--- src/ppm_pkg.sv ---
package ppm_pkg;

  // width of the period and capture counters
  localparam int COUNT_WIDTH = 16;

  // shared divider: dividend holds tps or capture * 360
  localparam int DIV_W  = COUNT_WIDTH + 9;
  localparam int QUOT_W = 9;
  localparam int STEP_W = 4;

  // wide compare width for saturation checks against 16-bit quantities
  localparam int WIDE_W = COUNT_WIDTH + 16;

  localparam logic [COUNT_WIDTH-1:0] COUNT_MAX = '1;

  localparam logic [15:0] TPS_RESET = 16'd2000;
  localparam logic [8:0]  FULL_CIRCLE = 9'd360;
  localparam logic [8:0]  HALF_CIRCLE = 9'd180;
  localparam logic [9:0]  DIGIT_OFFSET = 10'd175;
  localparam logic [7:0]  FREQ_MAX = 8'd255;

  // divide by 36 as multiply by 57 and shift by 11, exact for 0..360
  localparam logic [5:0]  DIGIT_RECIP = 6'd57;
  localparam int          DIGIT_SHIFT = 11;

  // quotient bits per division
  localparam logic [STEP_W-1:0] FREQ_STEPS  = 4'd8;
  localparam logic [STEP_W-1:0] PHASE_STEPS = 4'd9;

  // input word codes
  localparam logic OP_TICK     = 1'b0;
  localparam logic OP_REF_EDGE = 1'b1;

  typedef struct packed {
    logic op;
    logic probe_level;
  } in_word_t;

  typedef struct packed {
    logic [7:0]  frequency;
    logic [8:0]  phase_degrees;
    logic [3:0]  phase_digit;
    logic [15:0] period_ticks;
    logic        zero_period;
  } out_word_t;

  typedef struct packed {
    logic              start;
    logic [STEP_W-1:0] steps;
  } div_req_t;

  typedef struct packed {
    logic              done;
    logic [QUOT_W-1:0] quotient;
  } div_rsp_t;

endpackage

--- src/ppm_divider.sv ---
module ppm_divider (
  input  logic                      clk,
  input  logic                      rst_n,
  input  ppm_pkg::div_req_t         req,
  input  logic [ppm_pkg::DIV_W-1:0] dividend,
  input  logic [ppm_pkg::DIV_W-1:0] divisor,
  output ppm_pkg::div_rsp_t         rsp
);

  // restoring shift-subtract divider, one quotient bit per cycle
  // caller guarantees dividend < divisor << steps

  logic [ppm_pkg::DIV_W-1:0]  rem_r;
  logic [ppm_pkg::DIV_W-1:0]  dvs_r;
  logic [ppm_pkg::QUOT_W-1:0] quot_r;
  logic [ppm_pkg::STEP_W-1:0] cnt_r;
  logic                       busy_r;
  logic                       done_r;
  logic                       fits;

  assign fits = (rem_r >= dvs_r);

  always_ff @(posedge clk) begin
    if (!rst_n) begin
      busy_r <= 1'b0;
      done_r <= 1'b0;
    end else begin
      done_r <= 1'b0;
      if (req.start) begin
        rem_r  <= dividend;
        dvs_r  <= divisor << (req.steps - ppm_pkg::STEP_W'(1));
        quot_r <= '0;
        cnt_r  <= req.steps;
        busy_r <= 1'b1;
      end else if (busy_r) begin
        if (fits) begin
          rem_r <= rem_r - dvs_r;
        end
        quot_r <= {quot_r[ppm_pkg::QUOT_W-2:0], fits};
        dvs_r  <= dvs_r >> 1;
        cnt_r  <= cnt_r - ppm_pkg::STEP_W'(1);
        if (cnt_r == ppm_pkg::STEP_W'(1)) begin
          busy_r <= 1'b0;
          done_r <= 1'b1;
        end
      end
    end
  end

  assign rsp.done     = done_r;
  assign rsp.quotient = quot_r;

endmodule

--- src/period_phase_meter.sv ---
// period and phase meter. reference edges alternately open and close a
// measurement window; each timebase tick in an open window bumps a saturating
// period count, and a rising probe level on a tick captures that count (last one
// wins, a stale capture is kept if the probe never rises). ticks and opening
// edges never raise in_stall. a closing edge keeps in_stall high while
// frequency (8 quotient bits) and phase (9 bits) run one after another
// through the single shift-subtract divider at one bit per cycle, and while
// the output register is loaded. the phase digit comes from a multiply by a
// reciprocal of 36. a division whose result is known to saturate is skipped,
// and a zero period skips both. the result sits in an output register, so ticks
// keep flowing while it waits to be taken; a closing edge that finishes while
// it still waits stalls longer
module period_phase_meter (
  input  logic               clk,
  input  logic               rst_n,
  // input words: ticks and reference edges
  input  logic               in_valid,
  output logic               in_stall,
  input  ppm_pkg::in_word_t  in_data,
  // result words, one per closing edge
  output logic               out_valid,
  input  logic               out_stall,
  output ppm_pkg::out_word_t out_data,
  // ticks_per_second register
  input  logic               cfg_wr_en,
  input  logic [15:0]        cfg_wr_data
);

  typedef enum logic [2:0] {
    S_IDLE,
    S_FREQ,
    S_PHASE,
    S_OUT
  } state_t;

  state_t state_r;

  logic [15:0]                     tps_r;
  logic                            window_open_r;
  logic [ppm_pkg::COUNT_WIDTH-1:0] period_count_r;
  logic [ppm_pkg::COUNT_WIDTH-1:0] captured_r;
  logic                            last_probe_r;

  // result fields being built
  logic [7:0] freq_r;
  logic [8:0] phase_r;
  logic [3:0] digit_r;
  logic       zero_r;

  // divider request registers
  logic                       div_start_r;
  logic [ppm_pkg::STEP_W-1:0] div_steps_r;
  logic [ppm_pkg::DIV_W-1:0]  div_dividend_r;
  logic [ppm_pkg::DIV_W-1:0]  div_divisor_r;

  logic               out_valid_r;
  ppm_pkg::out_word_t out_data_r;

  ppm_pkg::div_req_t div_req;
  ppm_pkg::div_rsp_t div_rsp;

  logic                            in_acc;
  logic [ppm_pkg::COUNT_WIDTH-1:0] count_nxt;
  logic                            freq_sat;
  logic                            phase_sat;
  logic [ppm_pkg::DIV_W-1:0]       cap_wide;
  logic [ppm_pkg::DIV_W-1:0]       cap_x360;
  logic [8:0]                      phase_val;
  logic [9:0]                      digit_adj;
  logic [15:0]                     digit_prod;
  logic [3:0]                      digit_val;
  logic [ppm_pkg::WIDE_W-1:0]      period_wide;
  logic [15:0]                     period_out;

  assign in_stall = (state_r != S_IDLE);
  assign in_acc   = in_valid && !in_stall;

  assign count_nxt = (period_count_r == ppm_pkg::COUNT_MAX) ? period_count_r
                   : period_count_r + ppm_pkg::COUNT_WIDTH'(1);

  // tps >= 256 * period  means frequency clips at 255
  assign period_wide = ppm_pkg::WIDE_W'(period_count_r);
  assign freq_sat = (ppm_pkg::WIDE_W'(tps_r[15:8]) >= period_wide);
  // capture >= period means phase clips at a full circle
  assign phase_sat = (captured_r >= period_count_r);

  // capture * 360 as shifts and adds (256 + 64 + 32 + 8)
  assign cap_wide = ppm_pkg::DIV_W'(captured_r);
  assign cap_x360 = (cap_wide << 8) + (cap_wide << 6) + (cap_wide << 5) + (cap_wide << 3);

  // phase feeding the digit: clipped value or the fresh quotient
  assign phase_val = phase_sat ? ppm_pkg::FULL_CIRCLE : div_rsp.quotient;
  assign digit_adj = (phase_val > ppm_pkg::HALF_CIRCLE)
                   ? {1'b0, phase_val} - ppm_pkg::DIGIT_OFFSET
                   : {1'b0, phase_val} + {1'b0, ppm_pkg::HALF_CIRCLE};

  // digit = adjusted phase / 36 by reciprocal multiply
  assign digit_prod = 16'(digit_adj) * 16'(ppm_pkg::DIGIT_RECIP);
  assign digit_val  = digit_prod[ppm_pkg::DIGIT_SHIFT +: 4];

  // period output clips at 16 bits
  assign period_out = (|period_wide[ppm_pkg::WIDE_W-1:16]) ? 16'hFFFF : period_wide[15:0];

  assign div_req.start = div_start_r;
  assign div_req.steps = div_steps_r;

  ppm_divider u_div (
    .clk      (clk),
    .rst_n    (rst_n),
    .req      (div_req),
    .dividend (div_dividend_r),
    .divisor  (div_divisor_r),
    .rsp      (div_rsp)
  );

  always_ff @(posedge clk) begin
    if (!rst_n) begin
      state_r        <= S_IDLE;
      tps_r          <= ppm_pkg::TPS_RESET;
      window_open_r  <= 1'b0;
      period_count_r <= '0;
      captured_r     <= '0;
      last_probe_r   <= 1'b0;
      div_start_r    <= 1'b0;
      out_valid_r    <= 1'b0;
    end else begin
      div_start_r <= 1'b0;

      if (cfg_wr_en) begin
        tps_r <= cfg_wr_data;
      end

      // result taken downstream
      if (out_valid_r && !out_stall) begin
        out_valid_r <= 1'b0;
      end

      unique case (state_r)
        S_IDLE: begin
          if (in_acc) begin
            if (in_data.op == ppm_pkg::OP_TICK) begin
              if (window_open_r) begin
                period_count_r <= count_nxt;
                if (in_data.probe_level && !last_probe_r) begin
                  captured_r <= count_nxt;
                end
              end
              last_probe_r <= in_data.probe_level;
            end else if (!window_open_r) begin
              // opening edge
              window_open_r  <= 1'b1;
              period_count_r <= '0;
            end else begin
              // closing edge
              window_open_r <= 1'b0;
              if (period_count_r == '0) begin
                zero_r  <= 1'b1;
                freq_r  <= '0;
                phase_r <= '0;
                digit_r <= '0;
                state_r <= S_OUT;
              end else begin
                zero_r <= 1'b0;
                if (!freq_sat) begin
                  div_start_r    <= 1'b1;
                  div_steps_r    <= ppm_pkg::FREQ_STEPS;
                  div_dividend_r <= ppm_pkg::DIV_W'(tps_r);
                  div_divisor_r  <= ppm_pkg::DIV_W'(period_count_r);
                  state_r        <= S_FREQ;
                end else begin
                  freq_r <= ppm_pkg::FREQ_MAX;
                  if (!phase_sat) begin
                    div_start_r    <= 1'b1;
                    div_steps_r    <= ppm_pkg::PHASE_STEPS;
                    div_dividend_r <= cap_x360;
                    div_divisor_r  <= ppm_pkg::DIV_W'(period_count_r);
                    state_r        <= S_PHASE;
                  end else begin
                    phase_r <= ppm_pkg::FULL_CIRCLE;
                    digit_r <= digit_val;
                    state_r <= S_OUT;
                  end
                end
              end
            end
          end
        end

        S_FREQ: begin
          if (div_rsp.done) begin
            freq_r <= div_rsp.quotient[7:0];
            if (!phase_sat) begin
              div_start_r    <= 1'b1;
              div_steps_r    <= ppm_pkg::PHASE_STEPS;
              div_dividend_r <= cap_x360;
              div_divisor_r  <= ppm_pkg::DIV_W'(period_count_r);
              state_r        <= S_PHASE;
            end else begin
              phase_r <= ppm_pkg::FULL_CIRCLE;
              digit_r <= digit_val;
              state_r <= S_OUT;
            end
          end
        end

        S_PHASE: begin
          if (div_rsp.done) begin
            phase_r <= phase_val;
            digit_r <= digit_val;
            state_r <= S_OUT;
          end
        end

        S_OUT: begin
          // wait for the output register to be free
          if (!out_valid_r || !out_stall) begin
            out_valid_r                <= 1'b1;
            out_data_r.frequency       <= freq_r;
            out_data_r.phase_degrees   <= phase_r;
            out_data_r.phase_digit     <= digit_r;
            out_data_r.period_ticks    <= period_out;
            out_data_r.zero_period     <= zero_r;
            state_r                    <= S_IDLE;
          end
        end

        default: begin
          state_r <= S_IDLE;
        end
      endcase
    end
  end

  assign out_valid = out_valid_r;
  assign out_data  = out_data_r;

endmodule

--- config.mk ---
export PLATFORM = sky130hd
export DESIGN_NAME = period_phase_meter
export DESIGN_NICKNAME = d
export VERILOG_FILES = /design/src/ppm_pkg.sv /design/src/ppm_divider.sv /design/src/period_phase_meter.sv
export SDC_FILE = /design/constraint.sdc
export NUM_CORES = 1
export LEC_CHECK = 0
export ABC_AREA = 0
export BUFFER_PORTS_ARGS = -buffer_cell sky130_fd_sc_hd__buf_2
export CAP_MARGIN = 20
export CORE_ASPECT_RATIO = 2
export CORE_MARGIN = 3
export CORE_UTILIZATION = 60
export CTS_BUF_LIST = sky130_fd_sc_hd__clkbuf_16
export DETAILED_ROUTE_END_ITERATION = 16
export GPL_TIMING_DRIVEN = 0
export PLACE_DENSITY = 0.79
export SYNTH_ARGS = -nofsm -noshare
export SYNTH_HDL_FRONTEND = slang
export SYNTH_SLANG_ARGS = --single-unit
--- constraint.sdc ---
create_clock -name clk -period 12.2 [get_ports clk]
set_input_delay 0.61 -clock clk [delete_from_list [all_inputs] [get_ports clk]]
set_output_delay 0.61 -clock clk [all_outputs]
set_load 0.03 [all_outputs]
==> impl_metrics.tcl <==
set metrics [dict create \
    cp_common_cell "ha_1" \
    fmax_mhz 113.3 \
    synth_cell_types 75 \
    nets 1733 \
    fin_util_pct 67.31 \
    setup_violations 0 \
    clk_pin_slew_worst_paths_ns 0.07 \
    drtIter0Drc 903 \
    netlist.area_leader.share_pct 35.53 \
    fin_worst_skew_ns 0.01704 \
    cts_max_path_buffers 3 \
    initial_core_util_pct 60.99 \
    cts-resized-gates 0 \
    fin_crit_ns 8.823 \
    period_share_pct 72.32 \
    power_frac_comb_pct 35.4 \
    clkLatencyLatePin_ns 0.52 \
    crit_family "compound AO/OA/AOI/OAI gates" \
    crit_required_ns 12.46 \
    grt_pass1_wl_um 65490 \
    synth.avg_cell_area_um2 10.18 \
    crit_fanout 10 \
    p_sw_share_pct 34.23 \
    core_um2 24530 \
    synthArstFlopShare_pct 0 \
    synth_area_um2 14960 \
    synth_area_leader_cell "edfxtp_1" \
    postCtsSetupBuffers 0 \
    ys_seq_area_share_pct 43.03 \
    gr-total-overflow 0 \
    setup_tns_ns 0 \
    drv_cap 0 \
    die_x_um 117.6 \
    leakage_nw 6.676 \
    num_vias 11898 \
    dr.pass1.iters 5 \
    rows 81 \
    rsz0062_at_grt "false" \
    arrival_ns 9.08 \
    critPathSlowestCell "fa_1" \
    cts-buffers-inserted 20 \
    grt_max_degree 29 \
    ios 63 \
    portBuffers 60 \
    vias_per_cell 6.246 \
    timing.final.max_slew_violations 0 \
    cellPowerDensity_nw_per_um2 153.0 \
    clockRootBuffer "clkbuf_16" \
    clkPwrFrac_pct 26.1 \
    htreeDepth 1 \
    yosysMostFrequentCell "edfxtp_1" \
    placed_area_um2 15840 \
    synth_edf_count 177 \
    vdd_ir_drop_max_uv 198.2 \
    ys.warnings.count 0 \
    worstMarginPinSlew_ns 0.9936 \
    area_growth_pct 10.37 \
    setup_ws_ns 3.377 \
    p_int_mw 1.662 \
    p_sw_mw 0.8649 \
    cts_tree "done" \
    post-place-ws_ns 3.596 \
    die_h_um 229.3 \
    worst_setup_path_end_kind "flop" \
    wl_per_cell_um 21.89 \
    grt_pass1_vias 12246 \
    slew_headroom_pct 33.25 \
    cts.sinks 233 \
    antenna_left 0 \
    ys.flop_type "edfxtp_1" \
    antenna_cells 0 \
    ys_ff_latch 233 \
    drive_gt1_share_pct 10.55 \
    status "complete, no violations" \
    dp_hpwl_um 32900 \
    fin_area_um2 16510 \
    hold_path_class "input port to flop" \
    routed_wl_um 41690 \
    synthCells 1469 \
    place.gp.congestion 0.9788 \
    yosys-top-cells-count "177 x edfxtp_1, 153 x nand2_1, 113 x a21oi_1, 113 x nor2_1, 112 x ha_1" \
    worst-setup-path-type "flop to flop" \
    dieArea_um2 26980 \
    hold_viol 0 \
    drc 0 \
    hold_buffers 0 \
    max_stage_delay_ns 0.53 \
    pwr-share-seq_pct 38.5 \
    critPathBufInv 7 \
    holdWs_ns 0.3123 \
    synth_area_leaders "edfxtp_1 36%, ha_1 9.4%, dfxtp_1 7.5%" \
    critPathLaunchType "flop" \
    antenna_found_initial 0 \
    grtUsageTotal_pct 30.89 \
]
[metal layers]
layer / vias up / routed length, um / global-route usage (%)
met1: 5688 / 14370 / 33.06
li1: 5498 / - / -
met5: - / 0 / 0
met3: 177 / 2011 / 2.718
met2: 535 / 21360 / 55.23
met4: 0 / 3949 / 24.48
[placed cells by master, fill, tap and decap left out, types with 21 or more instances in the layout]
cell | netlist | final
a21oi_1 | 113 | 111
and3_1 | 21 | 21
buf_2 | 7 | 67
clkbuf_1 | 52 | 52
clkbuf_16 | 0 | 21
dfxtp_1 | 56 | 56
edfxtp_1 | 177 | 177
fa_1 | 39 | 39
ha_1 | 112 | 112
inv_1 | 94 | 98
mux2i_1 | 30 | 30
nand2_1 | 153 | 153
nand3_1 | 33 | 33
nor2_1 | 113 | 111
nor3_1 | 29 | 29
o21ai_0 | 96 | 96
xnor2_1 | 49 | 49
[tightest hold or removal path, cell delays in order]
cell,delay (ns)
buf_2,0.08
mux2i_1,0.05
nand2_1,0.06
[worst paths after layout]
path	startpoint	to	slack [ns]	depth (start not counted)
max reg2reg	period_count_r[7]	digit_r[3]	3.38	34
min reg2reg	period_count_r[2]	out_data[3]	0.43	0
max	period_count_r[7]	digit_r[3]	3.38	34
min	cfg_wr_data[6]	tps_r[6]	0.31	3
[metrics by stage]
stage / power (mW) / std cells
after global routing: 2.676 / 1905
after CTS: 2.535 / 1905
after floorplan: 1.636 / 1471
after global placement: 1.834 / 1863
final: 2.527 / 1905
after detailed placement: 1.878 / 1869
[state kept, by name (all words and copies together) (netlist names), 2 cells and up]
register,cells
captured_r,16
digit_r,4
div_dividend_r,25
div_divisor_r,25
div_steps_r,4
freq_r,8
out_data,38
period_count_r,16
phase_r,9
state_r,2
tps_r,16
u_div.cnt_r,4
u_div.dvs_r,25
u_div.quot_r,9
u_div.rem_r,25
[power groups by stage]
| stage | Clock, mW | Combinational (mW) | Sequential, mW |
|---|---|---|---|
| 2_1_floorplan | 0 | 0.658 | 0.977 |
| 3_3_place_gp | 0 | 0.845 | 0.988 |
| 3_5_place_dp | 0 | 0.889 | 0.989 |
| 4_1_cts | 0.665 | 0.898 | 0.972 |
| 5_1_grt | 0.691 | 1.01 | 0.978 |
| 6_report | 0.659 | 0.894 | 0.973 |
[kinds of logic after synthesis]
kind of cell / after synthesis / synth area share, %
other: 2 / 0.05021
multiplexers: 68 / 6.148
flip-flops: 233 / 43.03
buffers and inverters: 161 / 4.157
AO/OA/AOI/OAI: 362 / 15.12
adder cells (fa/ha/maj): 151 / 14.59
XOR/XNOR: 68 / 3.982
AND/OR/NAND/NOR: 424 / 12.92
[area by class of cell]
class | count | area (um2)
Timing Repair Buffer | 66 | 430.4
Clock inverter | 15 | 140.1
Buffer | 66 | 265.3
Inverter | 95 | 356.6
Clock buffer | 21 | 525.5
Sequential cell | 233 | 6436
Fill cell | 1977 | 8016
Multi-Input combinational cell | 1077 | 7940
Tap cell | 332 | 415.4
Power figures use the tool's default switching activity.
